File: config.mk
export PLATFORM = sky130hd
export DESIGN_NAME = nmea_rmc_position_extractor
export DESIGN_NICKNAME = d
export VERILOG_FILES = /design/src/sv/nrmc_pkg.sv /design/src/sv/nrmc_ram.sv /design/src/sv/nmea_rmc_position_extractor.sv
export SDC_FILE = /design/constraint.sdc
export NUM_CORES = 1
export LEC_CHECK = 0
export ABC_AREA = 1
export BUFFER_PORTS_ARGS = -buffer_cell sky130_fd_sc_hd__buf_4
export CELL_PAD_IN_SITES_DETAIL_PLACEMENT = 1
export CELL_PAD_IN_SITES_GLOBAL_PLACEMENT = 1
export CORE_MARGIN = 2
export CORE_UTILIZATION = 53
export DETAILED_ROUTE_END_ITERATION = 8
export GPL_ROUTABILITY_DRIVEN = 0
export PLACE_DENSITY = 0.93
export SYNTH_ARGS = -nofsm -noshare
export SYNTH_HDL_FRONTEND = slang
export SYNTH_SLANG_ARGS = --single-unit
File: constraint.sdc
create_clock -name clk -period 4.5 [get_ports clk]
set_input_delay 0 -clock clk [delete_from_list [all_inputs] [get_ports clk]]
set_output_delay 0 -clock clk [all_outputs]
set_load 0.1 [all_outputs]
File: src/sv/nrmc_pkg.sv
// Package with the shared types and constants of the RMC position extractor.
`timescale 1ns / 1ps

package nrmc_pkg;

  localparam logic [7:0] CH_DOLLAR = 8'h24;
  localparam logic [7:0] CH_CR     = 8'h0D;
  localparam logic [7:0] CH_COMMA  = 8'h2C;
  localparam logic [7:0] CH_A      = 8'h41;
  localparam logic [7:0] CH_R      = 8'h52;
  localparam logic [7:0] CH_V      = 8'h56;

  localparam logic [3:0] MIN_COMMAS    = 4'd5;
  localparam logic [3:0] MAX_COMMAS    = 4'd15;
  localparam logic [3:0] STATUS_COMMA  = 4'd2;
  localparam logic [3:0] LAT_COMMA     = 4'd3;
  localparam logic [3:0] LON_COMMA     = 4'd5;

  localparam logic [1:0] KIND_LAT    = 2'd0;
  localparam logic [1:0] KIND_LON    = 2'd1;
  localparam logic [1:0] KIND_REPORT = 2'd2;

  typedef enum logic [1:0] {
    ST_RUN,
    ST_RD,
    ST_LD,
    ST_REP
  } nrmc_state_t;

endpackage

File: src/sv/nrmc_ram.sv
// Generic single-write, single-read RAM with a registered read port.
`timescale 1ns / 1ps

module nrmc_ram #(
  parameter int WIDTH = 8,
  parameter int DEPTH = 22
) (
  input  logic                     clk,
  input  logic                     we,
  input  logic [$clog2(DEPTH)-1:0] waddr,
  input  logic [WIDTH-1:0]         wdata,
  input  logic [$clog2(DEPTH)-1:0] raddr,
  output logic [WIDTH-1:0]         rdata
);

  logic [WIDTH-1:0] mem [DEPTH];

  always_ff @(posedge clk) begin
    if (we) begin
      mem[waddr] <= wdata;
    end
    rdata <= mem[raddr];
  end

endmodule

File: src/sv/nmea_rmc_position_extractor.sv
// Top level of the RMC position extractor: sentence tracking, field RAM and drain.
`timescale 1ns / 1ps

// Takes one GPS byte per item and follows each sentence from '$' to a carriage
// return or MAX_SENTENCE bytes. Latitude and longitude characters (up to
// FIELD_CHARS each) are written into one field RAM as they arrive; a byte is
// taken every cycle while a sentence runs. When a sentence ends, in_stall
// rises while the block drains: each character item needs a RAM read, then
// the load of the output register, and the report comes after the last
// character; out_stall holds the drain while the output register is full.
// Only the report goes out when there is no valid fix, and it is always the
// item marked with last.
module nmea_rmc_position_extractor #(
  parameter int MAX_SENTENCE = 127,
  parameter int FIELD_CHARS  = 11
) (
  input  logic       clk,
  input  logic       rst,
  input  logic       in_valid,
  output logic       in_stall,
  input  logic [7:0] rx_byte,
  output logic       out_valid,
  input  logic       out_stall,
  output logic [1:0] item_kind,
  output logic [7:0] char_value,
  output logic       fix_valid,
  output logic [7:0] status_char,
  output logic       last
);

  localparam int SL_W  = $clog2(MAX_SENTENCE + 1);
  localparam int LEN_W = $clog2(FIELD_CHARS + 1);
  localparam int DEPTH = 2 * FIELD_CHARS;
  localparam int AW    = $clog2(DEPTH);

  nrmc_pkg::nrmc_state_t state, state_next;

  logic             hunting, hunting_next;
  logic [SL_W-1:0]  sentence_length, sentence_length_next;
  logic [3:0]       comma_count, comma_count_next;
  logic [7:0]       captured_status, captured_status_next;
  logic             status_pending, status_pending_next;
  logic             third_is_r, third_is_r_next;
  logic [LEN_W-1:0] latitude_length, latitude_length_next;
  logic [LEN_W-1:0] longitude_length, longitude_length_next;
  logic             fix, fix_next;
  logic             lon_phase, lon_phase_next;
  logic [LEN_W-1:0] rd_index, rd_index_next;

  logic             out_valid_next;
  logic [1:0]       item_kind_next;
  logic [7:0]       char_value_next;
  logic             fix_valid_next;
  logic [7:0]       status_char_next;
  logic             last_next;

  logic             in_take;
  logic             out_free;
  logic             sentence_end;
  logic             fix_now;
  logic [LEN_W-1:0] index_inc;
  logic             ram_we;
  logic [AW-1:0]    ram_waddr;
  logic [AW-1:0]    ram_raddr;
  logic [7:0]       ram_rdata;

  assign in_stall = (state != nrmc_pkg::ST_RUN);
  assign in_take  = in_valid && !in_stall;
  assign out_free = !out_valid || !out_stall;
  assign index_inc = rd_index + LEN_W'(1);

  // Latitude lives in the lower half of the RAM, longitude in the upper half.
  assign ram_raddr = lon_phase ? (AW'(FIELD_CHARS) + AW'(rd_index)) : AW'(rd_index);

  nrmc_ram #(
    .WIDTH(8),
    .DEPTH(DEPTH)
  ) u_field_ram (
    .clk  (clk),
    .we   (ram_we),
    .waddr(ram_waddr),
    .wdata(rx_byte),
    .raddr(ram_raddr),
    .rdata(ram_rdata)
  );

  always_ff @(posedge clk) begin
    if (rst) begin
      state <= nrmc_pkg::ST_RUN;
    end else begin
      state <= state_next;
    end
  end

  always_ff @(posedge clk) begin
    if (rst) begin
      hunting          <= 1'b1;
      sentence_length  <= '0;
      comma_count      <= '0;
      captured_status  <= nrmc_pkg::CH_V;
      status_pending   <= 1'b0;
      third_is_r       <= 1'b0;
      latitude_length  <= '0;
      longitude_length <= '0;
      out_valid        <= 1'b0;
    end else begin
      hunting          <= hunting_next;
      sentence_length  <= sentence_length_next;
      comma_count      <= comma_count_next;
      captured_status  <= captured_status_next;
      status_pending   <= status_pending_next;
      third_is_r       <= third_is_r_next;
      latitude_length  <= latitude_length_next;
      longitude_length <= longitude_length_next;
      out_valid        <= out_valid_next;
    end
    fix         <= fix_next;
    lon_phase   <= lon_phase_next;
    rd_index    <= rd_index_next;
    item_kind   <= item_kind_next;
    char_value  <= char_value_next;
    fix_valid   <= fix_valid_next;
    status_char <= status_char_next;
    last        <= last_next;
  end

  always_comb begin
    state_next            = state;
    hunting_next          = hunting;
    sentence_length_next  = sentence_length;
    comma_count_next      = comma_count;
    captured_status_next  = captured_status;
    status_pending_next   = status_pending;
    third_is_r_next       = third_is_r;
    latitude_length_next  = latitude_length;
    longitude_length_next = longitude_length;
    fix_next              = fix;
    lon_phase_next        = lon_phase;
    rd_index_next         = rd_index;
    out_valid_next        = out_valid && out_stall;
    item_kind_next        = item_kind;
    char_value_next       = char_value;
    fix_valid_next        = fix_valid;
    status_char_next      = status_char;
    last_next             = last;
    sentence_end          = 1'b0;
    fix_now               = 1'b0;
    ram_we                = 1'b0;
    ram_waddr             = '0;

    case (state)
      nrmc_pkg::ST_RUN: begin
        if (in_take) begin
          if (hunting) begin
            if (rx_byte == nrmc_pkg::CH_DOLLAR) begin
              hunting_next = 1'b0;
            end
          end else if (rx_byte == nrmc_pkg::CH_CR) begin
            sentence_end = 1'b1;
          end else begin
            if (status_pending) begin
              captured_status_next = rx_byte;
              status_pending_next  = 1'b0;
            end
            if (sentence_length == SL_W'(2) && rx_byte == nrmc_pkg::CH_R) begin
              third_is_r_next = 1'b1;
            end
            if (rx_byte == nrmc_pkg::CH_COMMA) begin
              if (comma_count < nrmc_pkg::MAX_COMMAS) begin
                comma_count_next = comma_count + 4'd1;
              end
              if (comma_count_next == nrmc_pkg::STATUS_COMMA) begin
                status_pending_next = 1'b1;
              end
            end else if (comma_count == nrmc_pkg::LAT_COMMA) begin
              if (latitude_length < LEN_W'(FIELD_CHARS)) begin
                ram_we               = 1'b1;
                ram_waddr            = AW'(latitude_length);
                latitude_length_next = latitude_length + LEN_W'(1);
              end
            end else if (comma_count == nrmc_pkg::LON_COMMA) begin
              if (longitude_length < LEN_W'(FIELD_CHARS)) begin
                ram_we                = 1'b1;
                ram_waddr             = AW'(FIELD_CHARS) + AW'(longitude_length);
                longitude_length_next = longitude_length + LEN_W'(1);
              end
            end
            sentence_length_next = sentence_length + SL_W'(1);
            if (sentence_length_next >= SL_W'(MAX_SENTENCE)) begin
              sentence_end = 1'b1;
            end
          end

          if (sentence_end) begin
            fix_now = (captured_status_next == nrmc_pkg::CH_A) && third_is_r_next &&
                      (comma_count_next >= nrmc_pkg::MIN_COMMAS);
            fix_next      = fix_now;
            rd_index_next = '0;
            if (fix_now && latitude_length_next != '0) begin
              lon_phase_next = 1'b0;
              state_next     = nrmc_pkg::ST_RD;
            end else if (fix_now && longitude_length_next != '0) begin
              lon_phase_next = 1'b1;
              state_next     = nrmc_pkg::ST_RD;
            end else begin
              state_next = nrmc_pkg::ST_REP;
            end
          end
        end
      end

      nrmc_pkg::ST_RD: begin
        state_next = nrmc_pkg::ST_LD;
      end

      nrmc_pkg::ST_LD: begin
        // The read address is held here, so the RAM data stays put while the
        // output register is still occupied.
        if (out_free) begin
          out_valid_next   = 1'b1;
          item_kind_next   = lon_phase ? nrmc_pkg::KIND_LON : nrmc_pkg::KIND_LAT;
          char_value_next  = ram_rdata;
          fix_valid_next   = 1'b0;
          status_char_next = '0;
          last_next        = 1'b0;
          if (!lon_phase && index_inc < latitude_length) begin
            rd_index_next = index_inc;
            state_next    = nrmc_pkg::ST_RD;
          end else if (!lon_phase && longitude_length != '0) begin
            rd_index_next  = '0;
            lon_phase_next = 1'b1;
            state_next     = nrmc_pkg::ST_RD;
          end else if (lon_phase && index_inc < longitude_length) begin
            rd_index_next = index_inc;
            state_next    = nrmc_pkg::ST_RD;
          end else begin
            state_next = nrmc_pkg::ST_REP;
          end
        end
      end

      nrmc_pkg::ST_REP: begin
        if (out_free) begin
          out_valid_next        = 1'b1;
          item_kind_next        = nrmc_pkg::KIND_REPORT;
          char_value_next       = '0;
          fix_valid_next        = fix;
          status_char_next      = captured_status;
          last_next             = 1'b1;
          hunting_next          = 1'b1;
          sentence_length_next  = '0;
          comma_count_next      = '0;
          captured_status_next  = nrmc_pkg::CH_V;
          status_pending_next   = 1'b0;
          third_is_r_next       = 1'b0;
          latitude_length_next  = '0;
          longitude_length_next = '0;
          state_next            = nrmc_pkg::ST_RUN;
        end
      end

      default: begin
        state_next = nrmc_pkg::ST_RUN;
      end
    endcase
  end

`ifndef SYNTHESIS
  a_last_is_report: assert property (@(posedge clk) disable iff (rst)
    out_valid |-> (last == (item_kind == nrmc_pkg::KIND_REPORT)))
    else $error("last does not mark exactly the report item");

  a_read_in_range: assert property (@(posedge clk) disable iff (rst)
    (state == nrmc_pkg::ST_LD) |->
      (lon_phase ? (rd_index < longitude_length) : (rd_index < latitude_length)))
    else $error("field RAM read beyond the captured length");

  a_chars_need_fix: assert property (@(posedge clk) disable iff (rst)
    (state == nrmc_pkg::ST_RD || state == nrmc_pkg::ST_LD) |-> fix)
    else $error("character drain started without a valid fix");

  a_report_rearms: assert property (@(posedge clk) disable iff (rst)
    (state == nrmc_pkg::ST_REP && out_free) |=> (hunting && state == nrmc_pkg::ST_RUN))
    else $error("block did not return to hunting after the report");
`endif

endmodule
==> impl_metrics.tcl, run 1 <==
set metrics [dict create \
    status "finished clean" \
    cap_violations 0 \
    drt-initial-drc-count 905 \
    clk_pin_slew_ns 0.06 \
    rsz0062_at_grt "false" \
    post-synth-top-count-cell "edfxtp_1" \
    cts_resized 0 \
    final_util_pct 60.7 \
    finalSetupViolCount 0 \
    setup_tns_ns 0 \
    first_pass_iters 7 \
    start_util_pct 53.5 \
    slowest_stage "nor2_1" \
    n_antenna_cell 0 \
    cts_sinks 243 \
    synth_flop_cell "edfxtp_1" \
    ant_nets 0 \
    finalNonFillerCells 1375 \
    area_growth_pct 13.4 \
    cp_data_arrival_time_ns 3.48 \
    path_cells "dlygate4sd3_1, buf_4, inv_1, nand2_1, nor2_1, a21oi_1, nand2_1, nor2_1, inv_1, nor3_1, nand2_1, nor2_1" \
    end_kind "flip-flop" \
    io_buffers 33 \
    yosys-top-cells-count "202 x edfxtp_1, 181 x nand2_1, 172 x nor2_1, 121 x o21ai_0, 73 x inv_1" \
    critical_path_buf_inv_count 4 \
    crit_fanout 24 \
    cts_tree "yes" \
    ios 34 \
    synth_async_sr_flop_share_pct 0 \
    cp_top_family "simple AND/OR/NAND/NOR gates" \
    drc 0 \
    fin_crit_ns 3.33 \
    finalWirelength_mm 33.6 \
    dp.cells 1316 \
    num_rows 52 \
    clockRootBuffer "clkbuf_16" \
    grt_pass1_vias 8974 \
    synthSimpleGateAreaFrac_pct 17.3 \
    core_um2 20000 \
    p_leak_nw 4.38 \
    area.sequential_um2 6890 \
    worstSetupStartpointType "input pin" \
    synth_top_family_by_area "simple AND/OR/NAND/NOR gates" \
    multi_input_area_um2 3380 \
    max_freq_mhz 301 \
    syn-num-nets 1077 \
    dp_hpwl_mm 21.1 \
    clock_path_buffers 3 \
    finalPower_mw 5.31 \
    hold_buffers 11 \
    yosysTopAreaCell "edfxtp_1" \
    yosysWarningCount 0 \
    required_ns 4.65 \
    final_max_slew_viol_count 0 \
    irDropWorstVdd_uv 297 \
    layout-drive-gt1-share_pct 8.60 \
    worstMarginPinSlew_ns 0.977 \
    die_x_um 146 \
    postSynthCellCount 1046 \
    hold_class "in2reg" \
    grt_overflow 0 \
    clock_skew_ns 0.0204 \
    ys_seq_area_share_pct 64.2 \
    syn-cell-area_um2 10700 \
    synth.area.top_cells "edfxtp_1 57%, dfxtp_1 7.7%, nand2_1 6.3%" \
    cts_htree_levels 1 \
    via_per_inst 6.20 \
    clk_latency_ns 0.53 \
    synth_xor_area_share_pct 0.653 \
    holdWs_ns 0.0227 \
    setup.worst_path.class "in2reg" \
    relSlewSlack_pct 34.2 \
    synth-adder-area-share_pct 2.22 \
    synth-compound-area-share_pct 11.3 \
    grt_pass1_wl_mm 51.4 \
    grt_max_degree 89 \
    ys_ff_latch 243 \
    synth_top_area_share_pct 56.6 \
    grt_usage_pct 31.2 \
    synth_mux_area_share_pct 0 \
    nFillCells 2200 \
    r2r_setup_slack_ns 1.23 \
    power_density_nw_per_um2 437 \
    antenna_found_initial 0 \
    synth_edf_count 202 \
    hold_viol 0 \
    num-nets-final 1116 \
    wl_per_cell_um 24.4 \
    floorplan.die_area_um2 21400 \
    vias 8521 \
    cts_setup_buffers 0 \
    syn_avg_cell_area_um2 10.3 \
    die_h_um 146 \
    cpPeakStageDelay_ns 0.66 \
    period_share_pct 73.9 \
    cts_made_buffers 26 \
    ys_types 38 \
]
## logic make-up (layout without fill, tap and decap cells)
kind of cell               after synthesis  count (layout)
AOI/OAI and AO/OA                      217             217
buffers and inverters                  121             180
and+or+nand+nor                        438             438
xor gates and xnor gates                 8               8
adders and majority gates               19              19
DFF                                    243             243
## report_power, final
group	switching (mW)	internal, mW	leakage [nW]
clock network	0.865	1.29	0.406
registers	0.0260	2.48	2.15
logic	0.493	0.155	1.82
## registers in the layout, summed over array words and instances, names as in the netlist, 2 cells and up
name,flops
captured_status,8
u_field_ram.mem,176
item_kind,2
status_char,8
state,2
rd_index,4
u_field_ram.rdata,8
latitude_length,4
longitude_length,4
char_value,8
comma_count,4
sentence_length,7
## placed cells by master, fill, tap and decap left out, types with 27 or more instances in the layout
cell type / synthesis / layout
a21oi_1: 38 / 38
nor2_1: 172 / 172
buf_4: 0 / 39
o21ai_0: 121 / 120
inv_1: 73 / 73
clkbuf_16: 0 / 27
nand3_1: 47 / 47
nand2_1: 181 / 180
edfxtp_1: 202 / 202
dfxtp_1: 41 / 41
o22ai_1: 31 / 31
## metrics by stage
stage	instance area, µm²	setup WS (ns)
2_1_floorplan	10700	2.03
3_3_place_gp	11200	1.50
3_5_place_dp	11200	1.38
4_1_cts	12200	1.26
5_1_grt	12200	0.986
6_report	12200	1.17
## routing by layer
layer	track usage, %	wire (µm)	part of all wire (%)
met4	14.4	1520	4.5
met3	4.25	2250	6.7
met2	55.6	17200	51
met5	0	0	0
met1	37.8	12700	38
## path summary, 6_finish.rpt
kind / start / endpoint / depth (start not counted)
setup / recovery: rx_byte[5] / u_field_ram.mem[18][6] / 12
hold / removal: in_valid / comma_count[1] / 5
setup reg to reg: state[0] / u_field_ram.mem[18][6] / 9
hold reg to reg: captured_status[5] / captured_status[5] / 2
## final cells by class
cell class,count,area share (%)
clock buffers,41,6.07
clock inverters,7,0.874
inverters,82,2.57
multi-input cells,682,27.8
flip-flops and latches,243,56.6
well taps,270,2.78
repair buffers,50,3.31
## worst reg2reg max path: cells and delay by family (launching register included)
family	cells	cell delay, ns
buffers and inverters	3	0.38
flip-flops	1	0.36
AND/OR/NAND/NOR	6	2.14
No activity file was read; power rests on OpenSTA's default activity.
==> inputs of run 2 (changes only) <==
- ABC_AREA: 1 -> 0
- CORE_UTILIZATION: 53 -> 47
- PLACE_DENSITY: 0.93 -> 0.84
- clock period: 4.5 -> 3 ns (I/O delays scaled with it)
==> run 2 against run 1 <==
Compared with the run above:
- via count down 18%
- die area up 11%
- critical path depth down 4
- design area up 2.6%
- clock skew up 0.0098 ns
- largest power group unchanged
==> impl_metrics.tcl, run 2 <==
set metrics [dict create \
    path_cells "ha_1, nor3b_2, and2_1, nor2_1, nor2_1, nand2_1, nor2_1, buf_4" \
    cp_top_family "simple AND/OR/NAND/NOR gates" \
    pwr-share-seq_pct 50.8 \
    layout-drive-gt1-share_pct 20.8 \
    die_h_um 154 \
    setup.worst_path.class "reg2reg" \
    io_buffers 33 \
    drc 0 \
    clockRootBuffer "clkbuf_16" \
    final_area_um2 12500 \
    synth_async_sr_flop_share_pct 0 \
    slowest_stage "dfxtp_1" \
    largest_register_ffs 176 \
    grt_pass1_wl_mm 44.7 \
    cpPeakStageDelay_ns 0.47 \
    clk_pin_slew_ns 0.06 \
    power_density_nw_per_um2 575 \
    die_x_um 154 \
    grt_pass1_vias 7421 \
    max_freq_mhz 364 \
    grt_max_degree 41 \
    end_kind "flip-flop" \
    comb_power_share_pct 1.7 \
    finalPower_mw 7.17 \
    hold_viol 0 \
    hold_class "in2reg" \
    crit_top_cell "nor2_1" \
    top_register "u_field_ram.mem" \
    synth_flop_cell "edfxtp_1" \
    switching_share_pct 20.0 \
    cts_htree_levels 1 \
    syn-num-nets 785 \
    num_rows 55 \
    final_cell_mix "202 x edfxtp_1, 75 x buf_4, 61 x nor2_1" \
    yosysTopAreaCell "edfxtp_1" \
    finalWirelength_mm 29.1 \
    setup_tns_ns 0 \
    synth.area.top_cells "edfxtp_1 57%, mux4_2 8.5%, dfxtp_1 7.7%" \
    dp_hpwl_mm 19.0 \
    synth_edf_count 202 \
    p_sw_mw 1.43 \
    worstMarginPinSlew_ns 0.551 \
    vias 6947 \
    syn-cell-area_um2 10600 \
    nFillCells 2176 \
    fin_crit_ns 2.74 \
    relSlewSlack_pct 63.1 \
    irDropWorstVdd_uv 359 \
    rsz0062_at_grt "false" \
    core_um2 22400 \
    drt-initial-drc-count 506 \
    final_common_cell "edfxtp_1" \
    post-synth-top-count-cell "edfxtp_1" \
    antenna_found_initial 0 \
    ys_ff_latch 243 \
    power.internal_mw 5.74 \
    start_util_pct 47.4 \
    via_per_inst 6.10 \
    yosys-top-cells-count "202 x edfxtp_1, 61 x nor2_1, 52 x nand2_1, 41 x dfxtp_1, 40 x mux4_2" \
    worstSetupStartpointType "flip-flop" \
    status "finished clean" \
    postSynthCellCount 754 \
    n_antenna_cell 0 \
    required_ns 3.22 \
    critical_path_buf_inv_count 1 \
    floorplan.die_area_um2 23800 \
    yosysWarningCount 0 \
    placed_area_um2 11500 \
    num-nets-final 864 \
    clock_path_buffers 3 \
    grt_overflow 0 \
    cts_made_buffers 26 \
    cts_tree "yes" \
    clk_latency_ns 0.54 \
    cap_violations 0 \
    cts_sinks 243 \
    final_max_slew_viol_count 0 \
    period_share_pct 91.5 \
    clock_skew_ns 0.0301 \
    ant_nets 0 \
    wl_per_cell_um 25.6 \
    ys_types 69 \
    syn_avg_cell_area_um2 14.1 \
    p_leak_nw 4.35 \
    first_pass_iters 5 \
    crit_fanout 10 \
    cp_data_arrival_time_ns 2.96 \
    ios 34 \
    synth_top_area_share_pct 57.0 \
    ys_seq_area_share_pct 64.8 \
    grt_usage_pct 24.7 \
    area_growth_pct 17.3 \
    finalSetupViolCount 0 \
    power_frac_clock_pct 47.5 \
]
[run 2: cell count changes after synthesis, moves of 29 or more]
| cell | change |
|---|---|
| o21ai_0 | -96 |
| nor2_1 | -111 |
| nand2_1 | -129 |
| inv_1 | -50 |
| mux4_2 | +40 |
| o22ai_1 | -29 |
[run 2: repair_timing]
| item | 4_1_cts | 5_1_grt |
|---|---|---|
| setup buffers | 0 | 0 |
| hold endpoints to repair | 121 | 0 |
| gates resized for setup | 0 | 2 |
| endpoints found under the setup margin | 0 | 48 |
| hold buffers | 10 | 0 |
[run 2: cell families (layout without fill, tap and decap cells)]
kind of cell             Yosys count  count (layout)  synth area share, %
AO/OA/AOI/OAI                    135             135                 8.45
XOR/XNOR                          10              10                0.824
adder cells (fa/ha/maj)           19              19                 2.24
buffers and inverters             60             159                 2.58
flip-flops                       243             243                 64.8
multiplexers                      52              52                 9.61
AND/OR/NAND/NOR                  235             235                 11.5
[run 2: worst paths after layout]
path,start,endpoint,slack (ns),cells past startpoint
max,comma_count[0],u_field_ram.mem[8][1],0.26,8
min,rx_byte[4],u_field_ram.mem[16][4],0.09,2
max reg2reg,comma_count[0],u_field_ram.mem[8][1],0.26,8
min reg2reg,third_is_r,third_is_r,0.49,2
[run 2: area by class of cell]
cell class,count,area (µm²),area share (%)
Multi-Input combinational cell,451,3510,28.1
Clock buffer,33,728,5.84
Clock inverter,15,186,1.49
Timing Repair Buffer,88,723,5.80
Sequential cell,243,6890,55.2
Tap cell,285,357,2.86
Inverter,23,86.3,0.692
[run 2: power by group through the flow]
stage	sequential, mW	combinational, mW	clock (mW)
6_report	3.64	0.123	3.40
2_1_floorplan	3.71	0.0294	0
3_5_place_dp	3.71	0.113	0
4_1_cts	3.64	0.122	3.43
5_1_grt	3.64	0.131	3.55
3_3_place_gp	3.71	0.108	0
[run 2: through the flow]
stage,hold slack (ns),worst slack [ns],utilization [%],instances
after floorplan,0.0989,0.246,-,754
after global placement,0.274,0.424,51.1,1080
after detailed placement,0.288,0.239,51.1,1080
after CTS,0.0712,0.176,55.6,1138
after global routing,0.0839,0.0261,55.6,1138
final,0.0857,0.256,55.6,1138
[run 2: worst reg2reg max path: cells and delay by family (launching register included)]
kind | cells | cell delay [ns]
adders and majority gates | 1 | 0.37
buffers and inverters | 1 | 0.24
DFF | 1 | 0.47
and+or+nand+nor | 6 | 1.35
[run 2: layer usage]
layer / vias up / global-route usage [%] / wire, µm
met4: 0 / 9.48 / 1130
met2: 275 / 43.7 / 14800
met5: - / 0 / 0
li1: 3058 / - / -
met3: 84 / 4.68 / 2010
met1: 3530 / 30.1 / 11200
==> inputs of run 3 (changes only) <==
- SYNTH_HIERARCHICAL: default -> 1
==> run 3 against run 2 <==
Compared with the run above:
- total power decreased by 5.5%
- critical path type is now in2reg
- maximum frequency decreased by 6.1%
- critical path depth increased by 2
- utilization increased by 0.17 points
- sequential cell count unchanged
==> impl_metrics.tcl, run 3 <==
set metrics [dict create \
    status "finished clean" \
    postSynthCellCount 721 \
    r2r_setup_slack_ns 0.09 \
    rsz0062_at_grt "true" \
    clock_skew_ns 0.0165 \
    synthSimpleGateAreaFrac_pct 10.2 \
    end_kind "flip-flop" \
    p_leak_nw 4.16 \
    num-nets-final 831 \
    syn-cell-area_um2 10500 \
    yosysTopAreaCell "edfxtp_1" \
    floorplan.die_area_um2 23600 \
    syn-num-nets 751 \
    cap_violations 0 \
    p_sw_mw 1.39 \
    dp_hpwl_mm 19.6 \
    yosysWarningCount 6 \
    synth.area.top_cells "edfxtp_1 58%, dfxtp_1 7.8%, mux4_2 6.8%" \
    cts_tree "yes" \
    num_rows 54 \
    final_util_pct 55.8 \
    area_growth_pct 15.9 \
    final_common_cell "edfxtp_1" \
    period_share_pct 97.4 \
    io_buffers 33 \
    finalPower_mw 6.77 \
    layout-drive-gt1-share_pct 20.4 \
    drc 0 \
    start_util_pct 48.1 \
    clk_pin_slew_ns 0.06 \
    final_max_slew_viol_count 0 \
    cts_htree_levels 1 \
    required_ns 3.23 \
    ys_types 70 \
    synth_xor_area_share_pct 0.915 \
    vias 6866 \
    clockRootBuffer "clkbuf_16" \
    die_x_um 154 \
    wl_per_cell_um 27.0 \
    crit_fanout 8 \
    grt_usage_pct 25.0 \
    grt_pass1_vias 7372 \
    hold_viol 0 \
    n_antenna_cell 0 \
    top_register "u_field_ram/mem" \
    post-synth-top-count-cell "edfxtp_1" \
    fin_crit_ns 2.92 \
    yosys-top-cells-count "202 x edfxtp_1, 60 x nor2_1, 41 x dfxtp_1, 35 x mux2i_1" \
    placed_area_um2 11400 \
    cts_sinks 243 \
    ys_seq_area_share_pct 65.4 \
    synth_top_area_share_pct 57.6 \
    synth-compound-area-share_pct 8.83 \
    synth_flop_cell "edfxtp_1" \
    synth_top_family_by_area "simple AND/OR/NAND/NOR gates" \
    multi_input_area_um2 3430 \
    finalWirelength_mm 29.6 \
    synth_async_sr_flop_share_pct 0 \
    r2r_cells 8 \
    antenna_found_initial 0 \
    synth_edf_count 202 \
    setup_tns_ns 0 \
    power.internal_mw 5.38 \
    ant_nets 0 \
    finalSetupViolCount 0 \
    switching_share_pct 20.5 \
    drt-initial-drc-count 651 \
    clock_path_buffers 3 \
    irDropWorstVdd_uv 304 \
    worstMarginPinSlew_ns 0.698 \
    synth-adder-area-share_pct 2.14 \
    ys_ff_latch 243 \
    synth_mux_area_share_pct 10.2 \
    via_per_inst 6.25 \
    place_ws_ns 0.0546 \
    hold_class "in2reg" \
    setup.worst_path.class "in2reg" \
    final_area_um2 12200 \
    final_cell_mix "202 x edfxtp_1, 78 x buf_4, 60 x nor2_1" \
    pwr-share-seq_pct 53.8 \
    cts_made_buffers 25 \
    max_freq_mhz 342 \
    syn_avg_cell_area_um2 14.6 \
    ios 34 \
    first_pass_iters 5 \
    largest_register_ffs 176 \
    clk_latency_ns 0.52 \
    nFillCells 2126 \
    power_frac_clock_pct 44.4 \
    finalWorstSetupSlack_ns 0.0785 \
    grt_overflow 0 \
    comb_power_share_pct 1.9 \
    cp_data_arrival_time_ns 3.15 \
    area.sequential_um2 6890 \
    grt_pass1_wl_mm 45.1 \
    worstSetupStartpointType "input pin" \
    power_density_nw_per_um2 555 \
    die_h_um 154 \
    grt_max_degree 42 \
    core_um2 21900 \
    relSlewSlack_pct 53.3 \
    whs_path_depth 5 \
]
-- run 3: changes by cell type after synthesis, sizes merged, moves of 7 or more --
cell,delta
a21oi,-8
a22oi,+11
a31o,+7
mux2i,+24
mux4,-8
nand2,-20
nand3,-9
nand3b,+10
nor2b,-12
nor3,-10
o211ai,-8
o31ai,-9
-- run 3: layout make-up --
class                      instances  share of cell area [%]
timing repair buffer              86                    5.62
sequential                       243                    56.4
inverter                          18                   0.553
clock inverter                    16                    1.20
multi-input combinational        427                    28.1
clock buffer                      29                    5.25
tap                              280                    2.87
-- run 3: power by group through the flow --
| stage | Clock, mW | Combinational [mW] | Sequential [mW] |
|---|---|---|---|
| floorplan | 0 | 0.0266 | 3.71 |
| global placement | 0 | 0.114 | 3.71 |
| detailed placement | 0 | 0.120 | 3.71 |
| CTS | 3.05 | 0.127 | 3.64 |
| global route | 3.17 | 0.135 | 3.64 |
| finish | 3.00 | 0.128 | 3.64 |
-- run 3: metal layers --
metal / wire length [µm] / global-route usage (%) / vias up
met5: 0 / 0 / -
met4: 1280 / 10.5 / 0
met3: 1460 / 3.16 / 88
met2: 15300 / 44.9 / 254
met1: 11600 / 30.3 / 3553
li1: - / - / 2971
-- run 3: repair_timing --
item | 4_1_cts | 5_1_grt
gates resized for setup | 0 | 3
setup buffers | 0 | 0
hold endpoints to repair | 55 | 0
hold buffers | 6 | 0
endpoints found under the setup margin | 0 | 25
-- run 3: final timing paths --
check                startpoint                     end
max                  rx_byte[5]  u_field_ram/mem[20][7]
min                  rx_byte[4]                 hunting
max reg2reg  latitude_length[0]               lon_phase
min reg2reg  sentence_length[5]      sentence_length[5]
-- run 3: cell families after synthesis --
logic type	Yosys count
AO/OA/AOI/OAI	133
XOR/XNOR	11
adder cells (fa/ha/maj)	18
buffers and inverters	51
flip-flops	243
multiplexers	67
AND/OR/NAND/NOR	198
-- run 3: metrics by stage --
stage	std cells	hold slack, ns
2_1_floorplan	721	0.0989
6_report	1099	0.0455
3_5_place_dp	1048	0.260
3_3_place_gp	1048	0.247
4_1_cts	1099	0.0236
5_1_grt	1099	0.0424
-- run 3: critical path, cell delays in order --
cell           delay (ns)
dlygate4sd3_1        0.56
buf_4                0.17
or4b_1               0.58
o21a_1               0.24
and2_1               0.17
nand2_1              0.19
nor2_1               0.12
or3b_2               0.57
nor2_1               0.29
buf_4                0.25
